## src/rtl/mtse_pkg.sv

```systemverilog
// Package for the multitouch slot event encoder.
// Holds sizes, command and event codes, and the job record passed from front to back.
// No dependencies.
package mtse_pkg;

    localparam int SLOT_COUNT  = 10;
    localparam int SLOT_W      = 4;
    localparam int CNT_W       = $clog2(SLOT_COUNT + 1);
    localparam int TID_W       = 31;
    localparam int POS_W       = 16;
    localparam int CFG_IDX_W   = 3;
    localparam int CFG_DATA_W  = 16;
    localparam int QUEUE_DEPTH = 2;

    localparam logic [TID_W-1:0] TID_MAX = '1;
    localparam logic [TID_W-1:0] TID_ONE = TID_W'(1);

    localparam logic signed [POS_W-1:0] DEF_LOW  = 16'sd0;
    localparam logic signed [POS_W-1:0] DEF_HIGH = 16'sd4095;
    localparam logic signed [POS_W-1:0] NORM_MAX = 16'sd1000;

    // floor(p / 1000) for p below 2**26 as (p * DIV_RECIP) >> DIV_SHIFT
    localparam int PROD_W    = 26;
    localparam int DIV_SHIFT = 36;
    localparam int RECIP_W   = 27;
    localparam logic [RECIP_W-1:0] DIV_RECIP =
        RECIP_W'(((64'd1 << DIV_SHIFT) / 64'd1000) + 64'd1);

    localparam logic       CMD_POINT   = 1'b0;
    localparam logic       CMD_RELEASE = 1'b1;

    localparam logic [1:0] ACT_DOWN = 2'd0;
    localparam logic [1:0] ACT_MOVE = 2'd1;
    localparam logic [1:0] ACT_UP   = 2'd2;
    localparam logic [1:0] ACT_NONE = 2'd3;

    localparam logic [CFG_IDX_W-1:0] REG_X_LOW    = 3'd0;
    localparam logic [CFG_IDX_W-1:0] REG_X_HIGH   = 3'd1;
    localparam logic [CFG_IDX_W-1:0] REG_Y_LOW    = 3'd2;
    localparam logic [CFG_IDX_W-1:0] REG_Y_HIGH   = 3'd3;
    localparam logic [CFG_IDX_W-1:0] REG_MIRROR_X = 3'd4;
    localparam logic [CFG_IDX_W-1:0] REG_MIRROR_Y = 3'd5;

    localparam logic [1:0] KIND_REL  = 2'd0;
    localparam logic [1:0] KIND_UP   = 2'd1;
    localparam logic [1:0] KIND_DOWN = 2'd2;
    localparam logic [1:0] KIND_MOVE = 2'd3;

    localparam logic [1:0] EV_SYN = 2'd0;
    localparam logic [1:0] EV_KEY = 2'd1;
    localparam logic [1:0] EV_ABS = 2'd3;

    localparam logic [8:0] CODE_ABS_X  = 9'd0;
    localparam logic [8:0] CODE_ABS_Y  = 9'd1;
    localparam logic [8:0] CODE_SYNC   = 9'd0;
    localparam logic [8:0] CODE_SLOT   = 9'd47;
    localparam logic [8:0] CODE_MT_X   = 9'd53;
    localparam logic [8:0] CODE_MT_Y   = 9'd54;
    localparam logic [8:0] CODE_TRACK  = 9'd57;
    localparam logic [8:0] CODE_TOOL   = 9'd325;
    localparam logic [8:0] CODE_TOUCH  = 9'd330;

    localparam logic [31:0] VAL_RELEASE = 32'hFFFF_FFFF;

    typedef struct packed {
        logic [1:0]              kind;
        logic [SLOT_W-1:0]       slot;
        logic [TID_W-1:0]        tid;
        logic signed [POS_W-1:0] mx;
        logic signed [POS_W-1:0] my;
        logic                    mirror_x;
        logic                    mirror_y;
        logic                    keys;
        logic [SLOT_COUNT-1:0]   mask;
    } t_job;

endpackage

```

## src/rtl/mtse_queue.sv

```systemverilog
// Short job queue between the front end and the event sequencer.
// Depends on mtse_pkg.
module mtse_queue (
    input  logic           i_clk,
    input  logic           i_rst_n,
    input  logic           i_push,
    input  mtse_pkg::t_job i_job,
    output logic           o_full,
    input  logic           i_pop,
    output mtse_pkg::t_job o_job,
    output logic           o_empty
);
    import mtse_pkg::*;

    localparam int PTR_W = (QUEUE_DEPTH > 1) ? $clog2(QUEUE_DEPTH) : 1;
    localparam int QCNT_W = $clog2(QUEUE_DEPTH + 1);

    t_job              r_mem [QUEUE_DEPTH];
    logic [PTR_W-1:0]  r_wr, r_rd;
    logic [QCNT_W-1:0] r_count;

    assign o_full  = (r_count == QCNT_W'(QUEUE_DEPTH));
    assign o_empty = (r_count == '0);
    assign o_job   = r_mem[r_rd];

    always_ff @(posedge i_clk) begin
        if (!i_rst_n) begin
            r_wr    <= '0;
            r_rd    <= '0;
            r_count <= '0;
        end else begin
            if (i_push) begin
                r_wr <= (r_wr == PTR_W'(QUEUE_DEPTH - 1)) ? '0 : r_wr + PTR_W'(1);
            end
            if (i_pop) begin
                r_rd <= (r_rd == PTR_W'(QUEUE_DEPTH - 1)) ? '0 : r_rd + PTR_W'(1);
            end
            if (i_push && !i_pop) begin
                r_count <= r_count + QCNT_W'(1);
            end else if (i_pop && !i_push) begin
                r_count <= r_count - QCNT_W'(1);
            end
        end
    end

    always_ff @(posedge i_clk) begin
        if (i_push) begin
            r_mem[r_wr] <= i_job;
        end
    end

`ifndef SYNTH
    a_no_overflow: assert property (@(posedge i_clk) disable iff (!i_rst_n)
        (i_push && o_full) |-> i_pop)
        else $error("push into full queue");

    a_no_underflow: assert property (@(posedge i_clk) disable iff (!i_rst_n)
        i_pop |-> !o_empty)
        else $error("pop from empty queue");
`endif

endmodule

```

## config.mk

```make
export PLATFORM = sky130hd
export DESIGN_NAME = mtse_queue
export DESIGN_NICKNAME = d
export VERILOG_FILES = /design/src/rtl/mtse_pkg.sv /design/src/rtl/mtse_queue.sv
export SDC_FILE = /design/constraint.sdc
export NUM_CORES = 1
export LEC_CHECK = 0
export BUFFER_PORTS_ARGS = -buffer_cell sky130_fd_sc_hd__buf_2
export CELL_PAD_IN_SITES_DETAIL_PLACEMENT = 1
export CELL_PAD_IN_SITES_GLOBAL_PLACEMENT = 2
export CORE_UTILIZATION = 41
export CTS_CLUSTER_DIAMETER = 50
export CTS_CLUSTER_SIZE = 12
export DETAILED_ROUTE_END_ITERATION = 8
export HOLD_SLACK_MARGIN = 0.08
export PLACE_DENSITY_LB_ADDON = 0.1
export SLEW_MARGIN = 5
export SYNTH_ARGS = -nofsm -noshare
export SYNTH_HDL_FRONTEND = slang
export SYNTH_SLANG_ARGS = --single-unit
```

## constraint.sdc

```tcl
create_clock -name i_clk -period 7.75 [get_ports i_clk]
set_clock_uncertainty 0.05 [all_clocks]
set_input_delay 0.3875 -clock i_clk [delete_from_list [all_inputs] [get_ports i_clk]]
set_output_delay 0.3875 -clock i_clk [all_outputs]
set_load 0.005 [all_outputs]
```

Word level (Yosys, flattened, before mapping)
Memories as Yosys holds them, arrays and structs flattened. A register that Yosys moved wholly into a read port is not among the register bits.
Cells that the tools add are included.
W data, S select, Z words.
Storage, ports and cells
  register bits after elaboration: 4
  memory bits (writable): 164
  input port bits: 86
  output and inout port bits: 84
  logic and storage cells: 23
  memories kept: 1
Memory list
  r_mem: depth 2, width 82, read ports 1, clocked after Yosys merged registers in 1, wr ports 1, RTL line mtse_queue.sv:18  | t_job r_mem [QUEUE_DEPTH];
Operators by class
  add/sub/neg operators: 4
  eq/ne operators: 1
  mux-type cells: 8
  reduce and logical (&&, ||, !) cells: 6
Operators by type and width (count)
  $mux W1: 6
  $mux W2: 2
  $add A1 B1 Y1 const B: 2
  $add A2 B1 Y2 const B: 1
  $eq A2 B2 Y1 const B: 1
  $logic_and A1 B1 Y1: 2
  $logic_not A1 Y1: 2
  $logic_not A2 Y1: 1
  $reduce_bool A2 Y1: 1
  $sub A2 B1 Y2 const B: 1

Logic depth before layout (Yosys ltp)
Gate-level depths: netlist of the first run.
  depth in word-level cells: 4
  depth in mapped cells: 5
  mapped depth without buffers: 5

Worst setup path before layout of the first run
OpenSTA, ideal clock, no wires.
  path type: input port to flip-flop
  from: in i_push
  to: mem r_mem[0][0] (netlist bit) (enable)
  arrival: 4002 ps
  required time: 7167 ps
  path slack: 3165 ps
  stages on the path: 1
  path buffers: 0
  cells stage by stage: nor2b_1
On the way
  longest elaborated chain between the ends: 2
Ends and longest elaborated chain
  start, declared: RTL line mtse_queue.sv:6  | input logic i_push,
  $mux W1: RTL line mtse_queue.sv:47  | if (i_push) begin
  $mux W1 (not written as such): RTL line mtse_queue.sv:48  | r_mem[r_wr] <= i_job;
  end, declared: RTL line mtse_queue.sv:18
Every way passes these cells.

==> out/metrics.cfg, run 1 <==
[placement]
port_buffers = 169
globalplace.congestion = 0.663
dp_hpwl_mm = 7.12
pre_cts_ws_ps = 5380
dpl.cell_count = 623

[drt]
drt-total-wl_mm = 11.3
wl_per_cell_um = 17.2
vias = 3128
viasPerCell = 4.78
drt-initial-drc-count = 201
dr.pass1.iters = 4
ant_nets = 0
drc = 0

[cts]
cts-root-buf = clkbuf_16
cts_hold_buf = 0
ctsResizeCount = 0
cts.htree.levels = 4
clockBufferDepth = 2
clock-sinks = 169
clk_latency_ps = 410
cts_setup_buffers = 0
cts_tree = built
cts_buffers = 17
cts.clk_slew.worst_paths_ps = 60

[global_routing]
first_global_vias = 3225
grt_util_met2 = 0.245
overflow = 0
grt_pass1_wl_mm = 17.6
gr-usage-met3 = 0.0537
gr-max-usage-layer = met2
grt_util_all_layers = 0.154
antenna_found_initial = 0
use_met1 = 0.186
grt_start_max_net_pins = 83

[layout]
final_nets = 545
multi_input_area_mm2 = 0.00105
final_core_util = 0.528
seq_area_mm2 = 0.00503
fillers = 1391
area_growth_syn_to_layout_pct = 25.0
instances_no_fill = 655
final_cell_mix = buf_2 (169), edfxtp_1 (164), mux2_2 (82), clkbuf_16 (17), clkbuf_1 (8)
layout_commonest_cell = buf_2
layout-drive-gt1-share = 0.594
diodes = 0

[sta]
rsz0062_at_grt = no
fmax_mhz = 387
hold_slack_ps = 108
setup-tns-final_ps = 0
setup_viol = 0
layout_setup_ws_ps = 5170
hold_viol = 0
finalCriticalPeriod_ps = 2580
tightestPinTransition_ps = 1140
finalMaxSlewViolations = 0
slew_headroom = 0.240
fin_crit_sh = 0.333

[floorplan]
io_pins = 170
dieArea_mm2 = 0.0155
dieWidth_um = 125
die_h_um = 125
row_count = 44
core_area_mm2 = 0.0146
initial_core_util = 0.423

[logic_synthesis]
syn_inst = 277
yosysTopAreaCell = edfxtp_1
synth.distinct_cells = 17
synth_top_family_by_area = multiplexers
syn-num-nets = 364
async_flop_share = 0
avgSynthCellArea_um2 = 22.3
synthAdderAreaFrac = 0.00203
synth-seq-cells = 169
synth-xor-area-share = 0.00426
netlist_area_mm2 = 0.00616
ys.flop_type = edfxtp_1
ys_seq_area_frac = 0.815
synth_top_area_share = 0.799
synth_edf_count = 164
yosysWarnings = 0
synth-compound-area-share = 0.00325
synthSimpleGateAreaFrac = 0.00913
synth_mux_area_frac = 0.150
synth.area.top_cells = edfxtp_1 (80%), mux2_2 (15%), dfxtp_1 (1.6%), buf_6 (1.5%), and2_1 (0.41%)

[setup_path]
start_kind = flop
cp.required_ps = 7310
path_class = flop to primary output
worstPathArrival_ps = 2150
cp-end-kind = primary output
cp_max_fo = 82

[run_status]
status = completed

[worst_hold_path]
hold_path.class = input port to flop

[power]
ir_drop_v = 0.000139
power.density_mw_per_mm2 = 261
p_leak_nw = 2.89

[job]
max-cap-violations = 0

-- final timing paths --
check | startpoint | endpoint | slack (ps) | cells past startpoint
hold / removal | i_job[69] | r_mem[1][69] | 110 | 1
setup reg to reg | r_wr | r_mem[0][75] | 5620 | 2
hold reg to reg | r_count[1] | r_count[1] | 470 | 2
setup / recovery | flop | o_job[80] | 5170 | 2
-- stage by stage --
| step | total power [mW] | instance area, um2 |
|---|---|---|
| 3_5_place_dp | 1.28 | 7170 |
| 6_report | 2.01 | 7700 |
| 5_1_grt | 2.09 | 7700 |
| 3_3_place_gp | 1.27 | 7170 |
| 2_1_floorplan | 1.19 | 6160 |
| 4_1_cts | 2.04 | 7700 |
-- cells in the mapped netlist, types with 2 or more instances --
cell      instances
xor2_1            2
nor2b_1           2
buf_6             8
edfxtp_1        164
dfxtp_1           5
mux2_2           82
and2_1            4
-- cell families (layout without fill, tap and decap cells) --
family / count (synthesis) / in the layout
DFF: 169 / 169
buffers and inverters: 10 / 204
xor gates and xnor gates: 3 / 3
AOI/OAI and AO/OA: 3 / 3
muxes: 82 / 82
and+or+nand+nor: 9 / 9
adders and majority gates: 1 / 1
-- worst max-delay path, cell delays in order (launching register included) --
cell and delay [ps]:
dfxtp_4 1050, mux2_2 430, buf_2 130
-- state kept, by name (all words and copies together), names as in the netlist, named ones only --
register  flops
r_mem       164
r_count       2
r_wr          1
r_rd          1
-- cell type report --
class / count / share of cell area
multi-input combinational: 98 / 0.136
clock inverter: 5 / 0.00633
clock buffer: 27 / 0.0627
tap: 184 / 0.0299
inverter: 1 / 0.000487
timing repair buffer: 171 / 0.112
sequential: 169 / 0.653
-- layer usage --
metal / vias up / part of all wire / wire length, um
li1: 1457 / - / -
met1: 1544 / 0.41 / 4600
met2: 110 / 0.50 / 5650
met3: 17 / 0.070 / 786
met4: 0 / 0.020 / 231
met5: - / 0 / 0
-- power breakdown --
part           total, mW  internal (mW)  switching, mW
Sequential          1.08           1.06         0.0277
Clock              0.762          0.456          0.306
Combinational      0.167         0.0946         0.0721
Note: power is estimated with default switching activity, not from simulation.
==> run 2, diff against run 1 <==
- CORE_UTILIZATION: 41 -> 34
- clock period: 7.75 -> 2.1 ns (I/O delays scaled with it)
==> run 2 against run 1 <==
Largest cell class unchanged. Final area rose by 14%. Clock power rose to 4.4 times the previous value. Via count is 10% higher. First-iteration DRC count fell by 39%. Setup slack worse by 5000 ps. Die area grew 20%. Clock-buffer cell count decreased by 9. Routed wire length is 12% higher. Global-route usage is 1.1 points lower. Total power increased to 4.0 times the previous value. Final cell count rose by 20%. Highest routed layer unchanged. Core utilization shrank 2.5 points.
==> out/metrics.cfg, run 2 (synthesized netlist as in run 1, its figures left out) <==
[setup_path]
path_class = flop to primary output
r2r_cells = 4  ; +2
reg2reg_from = r_wr
start_kind = flop
cp_slowest_cell = buf_4
slowest_delay_ps = 420  ; -630 ps
worstPathArrival_ps = 1750  ; -400 ps
r2r_end = r_wr
cp_top_family = buffers and inverters
path_depth = 3  ; +1
cp-end-kind = primary output
reg2reg_setup_slack_ps = 320  ; -5300 ps
crit_end = o_job[14]
cp_max_fo = 35  ; -57%
cp.required_ps = 1950  ; -5360 ps
path_cells = buf_4 -> mux2_2 -> buf_2
cp_num_buf_inv = 2  ; +1

[sta]
fin_crit_sh = 0.908
rsz0062_at_grt = no
slew_headroom = 0.651  ; +0.411
finalMaxSlewViolations = 0  ; unchanged
fmax_mhz = 525
finalCriticalPeriod_ps = 1910
setup-tns-final_ps = 0  ; unchanged
hold_viol = 0  ; unchanged
hold_slack_ps = 165  ; +57.6 ps
tightestPinTransition_ps = 524  ; -617 ps
setup_viol = 0  ; unchanged

[global_routing]
grt_start_max_net_pins = 48  ; -42%
grt_util_all_layers = 0.143  ; -0.0111
first_global_vias = 3732  ; +16%
overflow = 0  ; unchanged
grt_pass1_wl_mm = 19.2  ; +8.9%
antenna_found_initial = 0  ; unchanged

[cts]
clk_latency_ps = 420  ; about the same
cts_setup_buffers = 0  ; unchanged
clockBufferDepth = 2  ; unchanged
cts_hold_buf = 85  ; +85
cts.htree.levels = 4  ; unchanged
clock-sinks = 169  ; unchanged
cts.clk_slew.worst_paths_ps = 60  ; about the same
cts_tree = built
ctsResizeCount = 0  ; unchanged
cts-root-buf = clkbuf_16
cts_buffers = 17  ; unchanged

[layout]
final_cell_mix = buf_2 (169), edfxtp_1 (164), dlygate4sd3_1 (85), mux2_2 (82), clkbuf_16 (17)
layout-drive-gt1-share = 0.518  ; -0.0766
final_core_util = 0.503  ; -0.0250
area_growth_syn_to_layout_pct = 42.6
instances_no_fill = 785  ; +20%
top_regs = r_mem: 164 flops, r_count: 2 flops
regMostFlops = r_mem
final_nets = 635  ; +17%
layout_commonest_cell = buf_2
largest_reg_flops = 164  ; unchanged
diodes = 0  ; unchanged

[worst_hold_path]
hold_path.class = input port to flop

[drt]
wl_per_cell_um = 16.0  ; -6.9%
dr.pass1.iters = 4  ; unchanged
drt-total-wl_mm = 12.6  ; +12%
vias = 3456  ; +10%
ant_nets = 0  ; unchanged
drt-initial-drc-count = 123  ; -39%
viasPerCell = 4.40  ; -7.8%
drc = 0  ; unchanged

[floorplan]
io_pins = 170  ; unchanged
dieWidth_um = 137  ; +9.7%
die_h_um = 137  ; +9.7%
row_count = 48  ; +9.1%
initial_core_util = 0.353  ; -0.0698
core_area_mm2 = 0.0175  ; +20%
dieArea_mm2 = 0.0187  ; +20%

[power]
p_leak_nw = 3.33  ; +15%
ir_drop_v = 0.000571  ; +310%
power.density_mw_per_mm2 = 922  ; +250%

[placement]
globalplace.congestion = 0.685  ; +3.3%
dp_hpwl_mm = 7.89  ; +11%
port_buffers = 169  ; unchanged
dpl.cell_count = 669  ; +7.4%

[run_status]
status = completed

[job]
max-cap-violations = 0  ; unchanged

-- run 2: cell types whose count changed in the layout (fill, tap and decap cells not counted) --
cell and delta:
clkinv_1 +1, clkbuf_8 -2, clkinv_2 -1, clkbuf_1 -7
buf_12 +4, clkinv_4 +2, buf_4 +1, bufinv_16 +4
clkinvlp_4 +1, inv_6 +1, dlygate4sd3_1 +85
-- run 2: cell type report --
type / instances / area [um2]
Fill cell: 1678 / 8680
Sequential cell: 169 / 5030
Timing Repair Buffer: 261 / 1800
Multi-Input combinational cell: 98 / 1050
Clock buffer: 18 / 429
Tap cell: 225 / 282
Clock inverter: 13 / 201
Inverter: 1 / 3.75
-- run 2: worst min-delay path by stage --
stage	start	end	slack, ps	cells past startpoint
CTS	i_push	r_count[1]	140	4
finish	i_push	r_count[1]	170	4
detailed placement	i_job[57]	r_mem[0][57]	250	1
global placement	i_job[25]	r_mem[1][25]	240	1
floorplan	i_job[0]	r_mem[0][0]	150	0
global route	i_push	r_count[1]	170	4
-- run 2: metal layers --
layer,wire length [um],vias to the layer above,track usage
li1,-,1634,-
met1,5090,1699,0.156
met2,6360,104,0.241
met3,859,19,0.0541
met4,263,0,0.0759
met5,0,-,0
-- run 2: through the flow --
stage	cell area, um2	total power [mW]	setup WS (ps)
2_1_floorplan	6170	4.38	72.5
3_3_place_gp	7310	4.72	597
3_5_place_dp	7310	4.73	551
4_1_cts	8790	8.22	145
5_1_grt	8790	8.41	104
6_report	8790	8.10	194
-- run 2: worst register-to-register path: cells and delay by family, from the launching register on --
| family | cells | cell delay (ps) |
|---|---|---|
| simple gates | 1 | 150 |
| flops | 1 | 340 |
| buf+inv | 2 | 990 |
| compound gates | 1 | 200 |
-- run 2: power breakdown --
group	total [mW]	internal [mW]	switching [mW]	leakage, nW
clock network	3.34	2.10	1.24	0.305
logic	0.832	0.472	0.360	1.44
registers	3.94	3.89	0.0415	1.58
