## src/rtl/mtse_pkg.sv

```systemverilog
// Package for the multitouch slot event encoder.
// Holds sizes, command and event codes, and the job record passed from front to back.
// No dependencies.
package mtse_pkg;

    localparam int SLOT_COUNT  = 10;
    localparam int SLOT_W      = 4;
    localparam int CNT_W       = $clog2(SLOT_COUNT + 1);
    localparam int TID_W       = 31;
    localparam int POS_W       = 16;
    localparam int CFG_IDX_W   = 3;
    localparam int CFG_DATA_W  = 16;
    localparam int QUEUE_DEPTH = 2;

    localparam logic [TID_W-1:0] TID_MAX = '1;
    localparam logic [TID_W-1:0] TID_ONE = TID_W'(1);

    localparam logic signed [POS_W-1:0] DEF_LOW  = 16'sd0;
    localparam logic signed [POS_W-1:0] DEF_HIGH = 16'sd4095;
    localparam logic signed [POS_W-1:0] NORM_MAX = 16'sd1000;

    // floor(p / 1000) for p below 2**26 as (p * DIV_RECIP) >> DIV_SHIFT
    localparam int PROD_W    = 26;
    localparam int DIV_SHIFT = 36;
    localparam int RECIP_W   = 27;
    localparam logic [RECIP_W-1:0] DIV_RECIP =
        RECIP_W'(((64'd1 << DIV_SHIFT) / 64'd1000) + 64'd1);

    localparam logic       CMD_POINT   = 1'b0;
    localparam logic       CMD_RELEASE = 1'b1;

    localparam logic [1:0] ACT_DOWN = 2'd0;
    localparam logic [1:0] ACT_MOVE = 2'd1;
    localparam logic [1:0] ACT_UP   = 2'd2;
    localparam logic [1:0] ACT_NONE = 2'd3;

    localparam logic [CFG_IDX_W-1:0] REG_X_LOW    = 3'd0;
    localparam logic [CFG_IDX_W-1:0] REG_X_HIGH   = 3'd1;
    localparam logic [CFG_IDX_W-1:0] REG_Y_LOW    = 3'd2;
    localparam logic [CFG_IDX_W-1:0] REG_Y_HIGH   = 3'd3;
    localparam logic [CFG_IDX_W-1:0] REG_MIRROR_X = 3'd4;
    localparam logic [CFG_IDX_W-1:0] REG_MIRROR_Y = 3'd5;

    localparam logic [1:0] KIND_REL  = 2'd0;
    localparam logic [1:0] KIND_UP   = 2'd1;
    localparam logic [1:0] KIND_DOWN = 2'd2;
    localparam logic [1:0] KIND_MOVE = 2'd3;

    localparam logic [1:0] EV_SYN = 2'd0;
    localparam logic [1:0] EV_KEY = 2'd1;
    localparam logic [1:0] EV_ABS = 2'd3;

    localparam logic [8:0] CODE_ABS_X  = 9'd0;
    localparam logic [8:0] CODE_ABS_Y  = 9'd1;
    localparam logic [8:0] CODE_SYNC   = 9'd0;
    localparam logic [8:0] CODE_SLOT   = 9'd47;
    localparam logic [8:0] CODE_MT_X   = 9'd53;
    localparam logic [8:0] CODE_MT_Y   = 9'd54;
    localparam logic [8:0] CODE_TRACK  = 9'd57;
    localparam logic [8:0] CODE_TOOL   = 9'd325;
    localparam logic [8:0] CODE_TOUCH  = 9'd330;

    localparam logic [31:0] VAL_RELEASE = 32'hFFFF_FFFF;

    typedef struct packed {
        logic [1:0]              kind;
        logic [SLOT_W-1:0]       slot;
        logic [TID_W-1:0]        tid;
        logic signed [POS_W-1:0] mx;
        logic signed [POS_W-1:0] my;
        logic                    mirror_x;
        logic                    mirror_y;
        logic                    keys;
        logic [SLOT_COUNT-1:0]   mask;
    } t_job;

endpackage

```

## src/rtl/mtse_if.sv

```systemverilog


interface mtse_ev_if;
    logic               valid;
    logic               ready;
    logic [1:0]         ev_type;
    logic [8:0]         ev_code;
    logic signed [31:0] ev_value;
    logic               last;
    modport source (output valid, ev_type, ev_code, ev_value, last, input ready);
    modport sink   (input valid, ev_type, ev_code, ev_value, last, output ready);
endinterface

```

## src/rtl/mtse_back.sv

```systemverilog
// Event sequencer: expands one job into its protocol-B event run.
// Depends on mtse_pkg and mtse_if; registered event output.
module mtse_back (
    input  logic           i_clk,
    input  logic           i_rst_n,
    input  mtse_pkg::t_job i_job,
    input  logic           i_empty,
    output logic           o_pop,
    mtse_ev_if.source      o_event
);
    import mtse_pkg::*;

    localparam logic [3:0] B_IDLE  = 4'd0;
    localparam logic [3:0] B_SCAN  = 4'd1;
    localparam logic [3:0] B_RTRK  = 4'd2;
    localparam logic [3:0] B_SLOT  = 4'd3;
    localparam logic [3:0] B_TRACK = 4'd4;
    localparam logic [3:0] B_MTX   = 4'd5;
    localparam logic [3:0] B_MTY   = 4'd6;
    localparam logic [3:0] B_ABSX  = 4'd7;
    localparam logic [3:0] B_ABSY  = 4'd8;
    localparam logic [3:0] B_TOOL  = 4'd9;
    localparam logic [3:0] B_TOUCH = 4'd10;
    localparam logic [3:0] B_SYNC  = 4'd11;

    localparam logic [SLOT_W-1:0] IDX_LAST = SLOT_W'(SLOT_COUNT - 1);

    logic [3:0]        r_step, n_step;
    logic [SLOT_W-1:0] r_idx, n_idx;
    t_job              r_job, n_job;
    logic              r_ov;
    logic [1:0]        r_type;
    logic [8:0]        r_code;
    logic [31:0]       r_value;
    logic              r_last;

    logic              adv, emit, ev_last;
    logic [1:0]        ev_type;
    logic [8:0]        ev_code;
    logic [31:0]       ev_value;
    logic [31:0]       key_value;

    assign adv       = !r_ov || o_event.ready;
    assign key_value = (r_job.kind == KIND_DOWN) ? 32'd1 : 32'd0;

    always_comb begin
        n_step   = r_step;
        n_idx    = r_idx;
        n_job    = r_job;
        o_pop    = 1'b0;
        emit     = 1'b0;
        ev_type  = EV_ABS;
        ev_code  = CODE_SLOT;
        ev_value = '0;
        ev_last  = 1'b0;
        if (adv) begin
            case (r_step)
                B_IDLE: begin
                    if (!i_empty) begin
                        o_pop  = 1'b1;
                        n_job  = i_job;
                        n_idx  = '0;
                        n_step = (i_job.kind == KIND_REL) ? B_SCAN : B_SLOT;
                    end
                end
                B_SCAN: begin
                    if (r_job.mask[r_idx]) begin
                        emit     = 1'b1;
                        ev_value = 32'(r_idx);
                        n_step   = B_RTRK;
                    end else if (r_idx == IDX_LAST) begin
                        n_step = B_TOOL;
                    end else begin
                        n_idx = r_idx + SLOT_W'(1);
                    end
                end
                B_RTRK: begin
                    emit     = 1'b1;
                    ev_code  = CODE_TRACK;
                    ev_value = VAL_RELEASE;
                    if (r_idx == IDX_LAST) begin
                        n_step = B_TOOL;
                    end else begin
                        n_idx  = r_idx + SLOT_W'(1);
                        n_step = B_SCAN;
                    end
                end
                B_SLOT: begin
                    emit     = 1'b1;
                    ev_value = 32'(r_job.slot);
                    n_step   = (r_job.kind == KIND_MOVE) ? B_MTX : B_TRACK;
                end
                B_TRACK: begin
                    emit    = 1'b1;
                    ev_code = CODE_TRACK;
                    if (r_job.kind == KIND_UP) begin
                        ev_value = VAL_RELEASE;
                        n_step   = r_job.keys ? B_TOOL : B_SYNC;
                    end else begin
                        ev_value = {1'b0, r_job.tid};
                        n_step   = B_MTX;
                    end
                end
                B_MTX: begin
                    emit     = 1'b1;
                    ev_code  = CODE_MT_X;
                    ev_value = 32'(r_job.mx);
                    n_step   = B_MTY;
                end
                B_MTY: begin
                    emit     = 1'b1;
                    ev_code  = CODE_MT_Y;
                    ev_value = 32'(r_job.my);
                    n_step   = B_ABSX;
                end
                B_ABSX: begin
                    emit     = r_job.mirror_x;
                    ev_code  = CODE_ABS_X;
                    ev_value = 32'(r_job.mx);
                    n_step   = B_ABSY;
                end
                B_ABSY: begin
                    emit     = r_job.mirror_y;
                    ev_code  = CODE_ABS_Y;
                    ev_value = 32'(r_job.my);
                    n_step   = (r_job.kind == KIND_DOWN && r_job.keys) ? B_TOOL : B_SYNC;
                end
                B_TOOL: begin
                    emit     = 1'b1;
                    ev_type  = EV_KEY;
                    ev_code  = CODE_TOOL;
                    ev_value = key_value;
                    n_step   = B_TOUCH;
                end
                B_TOUCH: begin
                    emit     = 1'b1;
                    ev_type  = EV_KEY;
                    ev_code  = CODE_TOUCH;
                    ev_value = key_value;
                    n_step   = B_SYNC;
                end
                B_SYNC: begin
                    emit    = 1'b1;
                    ev_type = EV_SYN;
                    ev_code = CODE_SYNC;
                    ev_last = 1'b1;
                    n_step  = B_IDLE;
                end
                default: n_step = B_IDLE;
            endcase
        end
    end

    always_ff @(posedge i_clk) begin
        if (!i_rst_n) begin
            r_step <= B_IDLE;
            r_ov   <= 1'b0;
        end else begin
            r_step <= n_step;
            if (adv) begin
                r_ov <= emit;
            end
        end
    end

    always_ff @(posedge i_clk) begin
        r_idx <= n_idx;
        r_job <= n_job;
        if (adv && emit) begin
            r_type  <= ev_type;
            r_code  <= ev_code;
            r_value <= ev_value;
            r_last  <= ev_last;
        end
    end

    assign o_event.valid    = r_ov;
    assign o_event.ev_type  = r_type;
    assign o_event.ev_code  = r_code;
    assign o_event.ev_value = r_value;
    assign o_event.last     = r_last;

`ifndef SYNTH
    a_last_is_sync: assert property (@(posedge i_clk) disable iff (!i_rst_n)
        (o_event.valid && o_event.last) |-> (o_event.ev_type == EV_SYN
                                             && o_event.ev_value == 32'sd0))
        else $error("run closed by an event other than sync");

    a_release_has_slots: assert property (@(posedge i_clk) disable iff (!i_rst_n)
        (r_step == B_SCAN || r_step == B_RTRK) |-> (r_job.kind == KIND_REL
                                                    && r_job.mask != '0))
        else $error("release scan on a job without active slots");
`endif

endmodule

```

## src/flat_wrapper.sv

```systemverilog
// flat-port wrapper written by rule: the top's interface ports become plain ports
module mtse_back_flat import mtse_pkg::*;
  (i_clk, i_rst_n, i_job, i_empty, o_pop, o_event_valid, o_event_ev_type, o_event_ev_code, o_event_ev_value, o_event_last, o_event_ready);
  mtse_ev_if o_event_i ();
  input  logic i_clk;
  input  logic i_rst_n;
  input  mtse_pkg::t_job i_job;
  input  logic i_empty;
  output logic o_pop;
  output wire logic [$bits(o_event_i.valid)-1:0] o_event_valid;
  output wire logic [$bits(o_event_i.ev_type)-1:0] o_event_ev_type;
  output wire logic [$bits(o_event_i.ev_code)-1:0] o_event_ev_code;
  output wire logic [$bits(o_event_i.ev_value)-1:0] o_event_ev_value;
  output wire logic [$bits(o_event_i.last)-1:0] o_event_last;
  input wire logic [$bits(o_event_i.ready)-1:0] o_event_ready;
  assign o_event_valid = o_event_i.valid;
  assign o_event_ev_type = o_event_i.ev_type;
  assign o_event_ev_code = o_event_i.ev_code;
  assign o_event_ev_value = o_event_i.ev_value;
  assign o_event_last = o_event_i.last;
  assign o_event_i.ready = o_event_ready;
  mtse_back u_core (.i_clk(i_clk), .i_rst_n(i_rst_n), .i_job(i_job), .i_empty(i_empty), .o_pop(o_pop), .o_event(o_event_i));
endmodule
```

## config.mk

```make
export PLATFORM = sky130hd
export DESIGN_NAME = mtse_back_flat
export DESIGN_NICKNAME = d
export VERILOG_FILES = /design/src/rtl/mtse_pkg.sv /design/src/rtl/mtse_if.sv /design/src/rtl/mtse_back.sv /design/src/flat_wrapper.sv
export SDC_FILE = /design/constraint.sdc
export NUM_CORES = 1
export LEC_CHECK = 0
export BUFFER_PORTS_ARGS = -buffer_cell sky130_fd_sc_hd__buf_2
export CORE_MARGIN = 2
export CORE_UTILIZATION = 50
export CTS_CLUSTER_DIAMETER = 30
export DETAILED_ROUTE_END_ITERATION = 16
export GPL_TIMING_DRIVEN = 0
export PLACE_DENSITY_LB_ADDON = 0.05
export SLEW_MARGIN = 0
export SYNTH_ARGS = -nofsm -noshare
export SYNTH_HDL_FRONTEND = slang
export SYNTH_SLANG_ARGS = --single-unit
```

## constraint.sdc

```tcl
create_clock -name i_clk -period 9.6 [get_ports i_clk]
set_input_delay 0.48 -clock i_clk [delete_from_list [all_inputs] [get_ports i_clk]]
set_output_delay 0.48 -clock i_clk [all_outputs]
set_load 0.03 [all_outputs]
```

# Yosys cells after proc, flatten, opt, wreduce, memory -nomap -nowiden
# Index checks and enable logic that the tools add are counted.
# Widths: inputs -> output; s select.
dict set report totals {
  ff_bits 135
  input_bits 86
  out_inout_bits 46
  word_cells 82
}
dict set report op_classes {
  addsub 1
  magnitude_cmp 1
  eq_ne 18
  mux 29
  bitwise_logic 1
  n_reduce_logical 16
}
# operator count
set ops {}
lappend ops {{$pmux 32 s7} 1}
lappend ops {{$pmux 9 s7} 1}
lappend ops {{$pmux 4 s11} 1}
lappend ops {{$mux 4} 9}
lappend ops {{$mux 32} 1}
lappend ops {{$eq 4x4->1 const B} 5}
lappend ops {{$eq 4x3->1 const B} 4}
lappend ops {{$pmux 4 s3} 1}
lappend ops {{$reduce_or 2->1} 5}
lappend ops {{$mux 1} 9}
lappend ops {{$eq 4x2->1 const B} 2}
lappend ops {{$reduce_or 8->1} 1}
lappend ops {{$mux 2} 3}
lappend ops {{$reduce_and 3->1} 2}
lappend ops {{$lt 4x5->1 const B} 1}
lappend ops {{$add 4x1->4 const B} 1}
lappend ops {{$bmux 1 s4} 1}
lappend ops {{$eq 2x2->1 const B} 2}
lappend ops {{$eq 4x1->1 const B} 1}
lappend ops {{$logic_not 4->1} 1}
lappend ops {{$ne 2x2->1 const B} 2}
lappend ops {{$pmux 1 s4} 1}
lappend ops {{$pmux 2 s2} 1}
lappend ops {{$reduce_and 4->1} 1}
lappend ops {{8 further kinds} 9}

# Longest topological paths before layout
# Gate-level depths: netlist of run 1.
dict set report logic_depth {
  ltp_word 6
  ltp_mapped 8
  depth_no_buf 7
}

# Worst setup path after synthesis of run 1
# No wires, ideal clock.
dict set report synth_timing {
  path_kind {register to register}
  startpoint {register u_core.r_step[3]}
  endpoint {register u_core.r_job[0] (netlist name), enable pin}
  setup_ns 0.653
  t_arrival_ns 6.835
  required_ns 8.947
  path_slack_ns 2.112
  path_stages_with_launch 5
  path_buffers 1
  period_less_slack_ns 7.488
  cell_sequence {dfxtp_1 > buf_4 > nor2_1 > nand2_1 > nor3_1}
}
dict set report synth_between {
  elab_chain_cells 2
}
# item line_no
set synth_rtl {}
lappend synth_rtl {{from (decl)} mtse_back.sv:28} ;# logic [3:0] r_step, n_step;
lappend synth_rtl {{from (signal assigned)} mtse_back.sv:159} ;# r_step <= n_step;
lappend synth_rtl {{$logic_not 4->1} mtse_back.sv:57} ;# case (r_step)
lappend synth_rtl {{$reduce_and 3->1 (no line)} --}
lappend synth_rtl {{to (signal assigned)} mtse_back.sv:168} ;# r_job <= n_job;
lappend synth_rtl {{to (decl)} mtse_back.sv:30} ;# t_job r_job, n_job;
# Every way passes these cells.
# A chain may end at the register's enable or synchronous reset.

# Worst setup path in the final report of run 1
dict set report layout_timing {
  startpoint {register u_core.r_step[0]}
  endpoint {output port o_pop}
}
dict set report layout_between {
  elab_chain_cells 3
}
# item line_no
set layout_rtl {}
lappend layout_rtl {{$logic_not 4->1} mtse_back.sv:57}
lappend layout_rtl {{$mux 1} mtse_back.sv:57}
lappend layout_rtl {{$mux 1} mtse_back.sv:56} ;# if (adv) begin
lappend layout_rtl {{to (decl)} flat_wrapper.sv:9} ;# output logic o_pop;
# Every way passes these cells.

==> results.json, run 1 <==
{
  "synthFlopType": "edfxtp_1",
  "cp.arrival_ps": 3050,
  "hold_path.class": "in -> reg",
  "antenna_found_initial": 0,
  "fp.dieArea_mm2": 0.0115,
  "finalSetupViolations": 0,
  "cts_hold_buf": 0,
  "antenna_cells": 0,
  "holdWs_ps": 144,
  "wirelength_um": 11000,
  "netlist_top_cells_count": "128 x edfxtp_1, 21 x a21oi_1, 18 x nor2_1, 16 x a21o_1, 14 x nand2_1",
  "synth_area_leader_cell": "edfxtp_1",
  "hold_viol": 0,
  "path_clk_slew_ps": 60,
  "cts_resized": 0,
  "cp.required_ps": 9120,
  "layout_min_cycle_time_ps": 3530,
  "syn_nets": 427,
  "end_kind": "output port",
  "p_per_area_mw_per_mm2": 365,
  "dr.pass1.iters": 5,
  "syn_to_final_growth_pct": 27.9,
  "cts_setup_buffers": 0,
  "top_layer_used": "met4",
  "cts_sinks": 133,
  "rsz0062_at_grt": "false",
  "vdd_drop_max_uv": 258,
  "yosysMostFrequentCell": "edfxtp_1",
  "synth_cells": 339,
  "grt_max_degree": 29,
  "met2_length_um": 5370,
  "synth_edf_count": 128,
  "finalCritPeriodShare_pct": 36.7,
  "final_nets": 584,
  "rows": 37,
  "wl_met1_um": 4610,
  "cp_max_fo": 15,
  "grt_pass1_vias": 3367,
  "grt_usage_pct": 20.1,
  "clkLatencyLatePin_ps": 510,
  "maxSlewViolCount": 0,
  "skew_ps": 11.4,
  "vias": 3458,
  "viasPerCell": 5.36,
  "synth_area_leaders": "edfxtp_1 72%, a21o_1 2.3%, a222oi_1 2.1%",
  "cts_tree": "yes",
  "routabilityCongestion": 0.849,
  "p_leak_uw": 0.00269,
  "io_buffers": 130,
  "preCtsSetupSlack_ps": 6580,
  "outcome": "complete, no violations",
  "cts_buffers": 17,
  "clk_path_buf_depth": 2,
  "hpwlAfterDp_um": 7660,
  "drc": 0,
  "clock.fmax_mhz": 284,
  "netlist_area_mm2": 0.00533,
  "max_slew.worst_pin.slew_ps": 1130,
  "critPathKind": "reg -> out",
  "avgSynthCellArea_um2": 15.7,
  "ys_warn_count": 0,
  "h-tree-depth": 4,
  "startpoint_type": "flop",
  "die_w_um": 107,
  "maxCapViolations": 0,
  "maxSlewHeadroom_pct": 24.4,
  "drive_gt1_share_pct": 39.3,
  "core_mm2": 0.0103,
  "ys_seq_area_share_pct": 74.0,
  "drtIter0Drc": 171,
  "die_height_um": 107,
  "grt_pass1_wl_um": 17000,
  "grt.overflow.total": 0,
  "async_reset_ff_share_pct": 0,
  "final_core_util_pct": 66.0,
  "fin_ws_ps": 6070,
  "initial_utilization_pct": 51.6,
  "wl_met3_um": 880,
  "wl_per_cell_um": 17.0,
  "drtAntennaViolNets": 0,
  "netlist.area_leader.share_pct": 72.1,
  "synth_cell_types": 60,
  "fin_area_mm2": 0.00682,
  "dpl_cell_area_mm2": 0.00627,
  "cts.root.buffer_cell": "clkbuf_8",
  "ys_ff_latch": 133,
  "io_pins": 132
}
==> through the flow <==
| stage | setup TNS (ps) | std cells | total power, uW |
|---|---|---|---|
| final | 0 | 645 | 2490 |
| after global routing | 0 | 645 | 2620 |
| after CTS | 0 | 645 | 2510 |
| after detailed placement | 0 | 613 | 1910 |
| after global placement | -541 | 605 | 1890 |
| after floorplan | 0 | 339 | 1640 |
==> cells by family after synthesis <==
kind of cell    Yosys count  synth area share [%]
flops                   133                  74.0
simple gates             69                  7.51
compound gates           95                  13.4
other cells               1                0.0703
mux                       5                 0.939
fa+ha+maj                 2                 0.469
xor+xnor                  5                 0.822
buf+inv                  29                  2.84
==> worst paths after layout <==
kind | from | end | slack (ps) | cells after the start
hold reg to reg | u_core.r_job[61] | u_core.o_event.ev_value[16] | 520 | 1
setup reg to reg | u_core.r_step[0] | u_core.r_job[40] | 6980 | 7
setup / recovery | u_core.r_step[0] | o_pop | 6070 | 8
hold / removal | i_job[12] | u_core.r_job[12] | 140 | 1
==> critical path: stages, from the launching register on <==
cell and delay (ps):
dfxtp_1 300, buf_2 170, nor2_1 170, nand2_1 150, nor3_2 870, buf_8 250
buf_6 190, buf_6 190, buf_2 220
==> report_power, final <==
part           internal (uW)  switching, uW
combinational            293            632
clock                    344            246
sequential               918           55.8
==> sequential cells by signal, summed over array words and instances, names as in the netlist <==
signal / count
u_core.o_event.ev_code: 7
u_core.o_event.ev_type: 2
u_core.o_event.ev_value: 32
u_core.o_event.last: 1
u_core.o_event.valid: 1
u_core.r_idx: 4
u_core.r_job: 82
u_core.r_step: 4
==> cells in the final DEF, fill, tap and decap left out, types with 3 or more instances in the layout <==
cell type   instances
buf_2             137
edfxtp_1          128
a21oi_1            21
nor2_1             17
a21o_1             16
clkbuf_16          16
nand2_1            14
a222oi_1           11
o21ai_0             9
inv_1               7
buf_6               7
clkbuf_1            7
nor2b_1             6
clkinvlp_4          6
buf_4               5
mux2i_1             5
nand2b_1            5
dfxtp_1             5
or3_1               4
a211oi_1            4
a32oi_1             4
o211ai_1            4
clkinv_2            4
nor3_1              3
xor2_1              3
a221oi_1            3
==> layout make-up <==
cell class,instances,area [um^2]
plain buffers,22,125
clock buffers,17,414
clock inverters,15,133
fillers,756,3510
inverters,7,26.3
multi-input cells,177,1250
flip-flops and latches,133,3940
well taps,136,170
repair buffers,138,757
==> layer usage <==
layer  up-vias  GRT usage (%)
li1       1663              -
met1      1637           26.3
met2       146           32.0
met3        12           5.69
met4         0           7.79
met5         -              0
(Power assumes the default switching activity.)
==> run 2: changes to the inputs <==
--- a/config.mk
+++ b/config.mk
@@ -5,6 +5,7 @@
 export SDC_FILE = /design/constraint.sdc
 export NUM_CORES = 1
 export LEC_CHECK = 0
+export ABC_AREA = 1
 export BUFFER_PORTS_ARGS = -buffer_cell sky130_fd_sc_hd__buf_2
 export CORE_MARGIN = 2
 export CORE_UTILIZATION = 50
==> constraint.sdc (replaced) <==
create_clock -name i_clk -period 3.6 [get_ports i_clk]
set_input_delay 0.18 -clock i_clk [delete_from_list [all_inputs] [get_ports i_clk]]
set_output_delay 0.18 -clock i_clk [all_outputs]
set_load 0.03 [all_outputs]
==> results.json, run 2 <==
{
  "outcome": "complete, no violations",
  "synth_edf_count": 128,
  "yosysMostFrequentCell": "edfxtp_1",
  "async_reset_ff_share_pct": 0,
  "cts_setup_buffers": 0,
  "crit_path_cell_trace": "buf_4 -> nor2_4 -> inv_2 -> nor4_4 -> buf_8 -> buf_8 -> buf_6 -> buf_2",
  "cpMaxStageDelayCell": "nor4_4",
  "synthFlopType": "edfxtp_1",
  "worstSetupEndpoint": "o_pop",
  "final_nets": 736,
  "hold_viol": 0,
  "slowest_delay_ps": 710,
  "antenna_cells": 0,
  "skew_ps": 7.17,
  "syn_to_final_growth_pct": 45.3,
  "antenna_found_initial": 0,
  "initial_utilization_pct": 51.4,
  "cts_tree": "yes",
  "startpoint": "u_core.r_step[2]",
  "drc": 0,
  "grt_max_degree": 26,
  "final_cells": 796,
  "p_leak_uw": 0.00325,
  "cp_max_fo": 18,
  "cp.required_ps": 3420,
  "io_pins": 132,
  "grt_usage_pct": 23.0,
  "p_per_area_mw_per_mm2": 910,
  "netlist.area_leader.share_pct": 72.8,
  "core_mm2": 0.0103,
  "io_buffers": 130,
  "wirelength_um": 12200,
  "rr_endpoint": "u_core.o_event.ev_value[8]",
  "cts_sinks": 133,
  "ys_seq_area_share_pct": 74.7,
  "max_slew.worst_pin.slew_ps": 822,
  "wl_per_cell_um": 15.3,
  "clkLatencyLatePin_ps": 530,
  "vias": 3849,
  "viasPerCell": 4.84,
  "largest_reg_flops": 82,
  "holdWs_ps": 80.4,
  "finalCritPeriodShare_pct": 81.2,
  "clk_path_buf_depth": 2,
  "cts_resized": 0,
  "netlist_area_mm2": 0.00528,
  "crit_buf_inv": 6,
  "rows": 37,
  "preCtsSetupSlack_ps": 973,
  "r2r_slack_ps": 980,
  "clock.fmax_mhz": 342,
  "dr.pass1.iters": 7,
  "maxSlewHeadroom_pct": 45.0,
  "avgSynthCellArea_um2": 12.9,
  "drtAntennaViolNets": 0,
  "vdd_drop_max_uv": 453,
  "hold_path.class": "in -> reg",
  "place_inst": 682,
  "rsz0062_at_grt": "false",
  "cp_common_cell": "buf_8",
  "synth_area_leaders": "edfxtp_1 73%, nand2_1 5.6%, inv_1 3.4%",
  "synth_cell_types": 39,
  "critPathKind": "reg -> out",
  "startpoint_type": "flop",
  "layout_min_cycle_time_ps": 2920,
  "fillers": 711,
  "h-tree-depth": 4,
  "worstRegToRegCells": 11,
  "maxSlewViolCount": 0,
  "final_core_util_pct": 74.7,
  "syn_nets": 497,
  "grt_pass1_vias": 3867,
  "largest_register": "u_core.r_job",
  "ys_warn_count": 0,
  "die_w_um": 107,
  "drive_gt1_share_pct": 29.7,
  "synth_area_leader_cell": "edfxtp_1",
  "cpLargestDelayFamily": "buffers and inverters",
  "drtIter0Drc": 212,
  "synth_cells": 409,
  "fp.dieArea_mm2": 0.0114,
  "cts.root.buffer_cell": "clkbuf_8",
  "die_height_um": 107,
  "grt.overflow.total": 0,
  "routabilityCongestion": 0.908,
  "final_common_cell": "buf_2",
  "path_depth": 8,
  "cp.arrival_ps": 2740,
  "end_kind": "output port",
  "rr_startpoint": "u_core.r_idx[0]",
  "grt_pass1_wl_um": 19400,
  "maxCapViolations": 0,
  "path_clk_slew_ps": 60,
  "fin_ws_ps": 677,
  "netlist_top_cells_count": "128 x edfxtp_1, 79 x nand2_1, 48 x inv_1, 34 x a21oi_1, 25 x nor2_1",
  "finalSetupViolations": 0,
  "ys_ff_latch": 133,
  "hpwlAfterDp_um": 7440,
  "cts_buffers": 17,
  "final_cell_mix": "134 x buf_2, 128 x edfxtp_1, 83 x dlygate4sd3_1"
}
[run 2: layout make-up]
type | instances | area (um^2) | share of cell area [%]
Sequential cell | 133 | 3950 | 51.4
Timing Repair Buffer | 220 | 1600 | 20.8
Multi-Input combinational cell | 212 | 1110 | 14.5
Clock buffer | 19 | 422 | 5.49
Inverter | 53 | 199 | 2.59
Tap cell | 136 | 170 | 2.22
Clock inverter | 12 | 155 | 2.02
Buffer | 11 | 75.1 | 0.978
[run 2: cell families after synthesis]
logic type | Yosys count | synth area share [%]
AOI/OAI and AO/OA | 64 | 7.42
xor gates and xnor gates | 3 | 0.498
adders and majority gates | 2 | 0.474
buffers and inverters | 64 | 5.00
DFF | 133 | 74.7
other | 1 | 0.0710
and+or+nand+nor | 142 | 11.9
[run 2: how the worst min path moves through the flow]
stage | end | startpoint | cells past startpoint
floorplan | u_core.o_event.valid | i_rst_n | 2
finish | u_core.r_job[10] | i_empty | 2
global placement | u_core.r_job[10] | i_job[10] | 1
detailed placement | u_core.r_job[3] | i_job[3] | 1
CTS | u_core.r_job[4] | i_empty | 2
global route | u_core.r_job[1] | i_empty | 2
[run 2: power breakdown]
part | switching (uW) | internal (uW)
Combinational | 1800 | 836
Clock | 623 | 1050
Sequential | 166 | 2510
[run 2: timing repair]
item	in CTS	in global routing
setup endpoints to repair	0	0
hold buffers	83	0
hold endpoints to repair	87	0
[run 2: through the flow]
step / power, uW / TNS (ps) / instance area (um^2)
global route: 7390 / 0 / 7670
global placement: 5110 / -104050 / 6140
detailed placement: 5270 / 0 / 6270
floorplan: 4460 / -37130 / 5320
CTS: 7010 / 0 / 7670
finish: 6980 / 0 / 7670
[run 2: per-layer routing]
layer	track usage, %	up-vias	wire, um
li1	-	1919	-
met3	5.78	18	765
met4	9.28	0	200
met5	0	-	0
met2	37.7	155	6120
met1	29.4	1757	5130
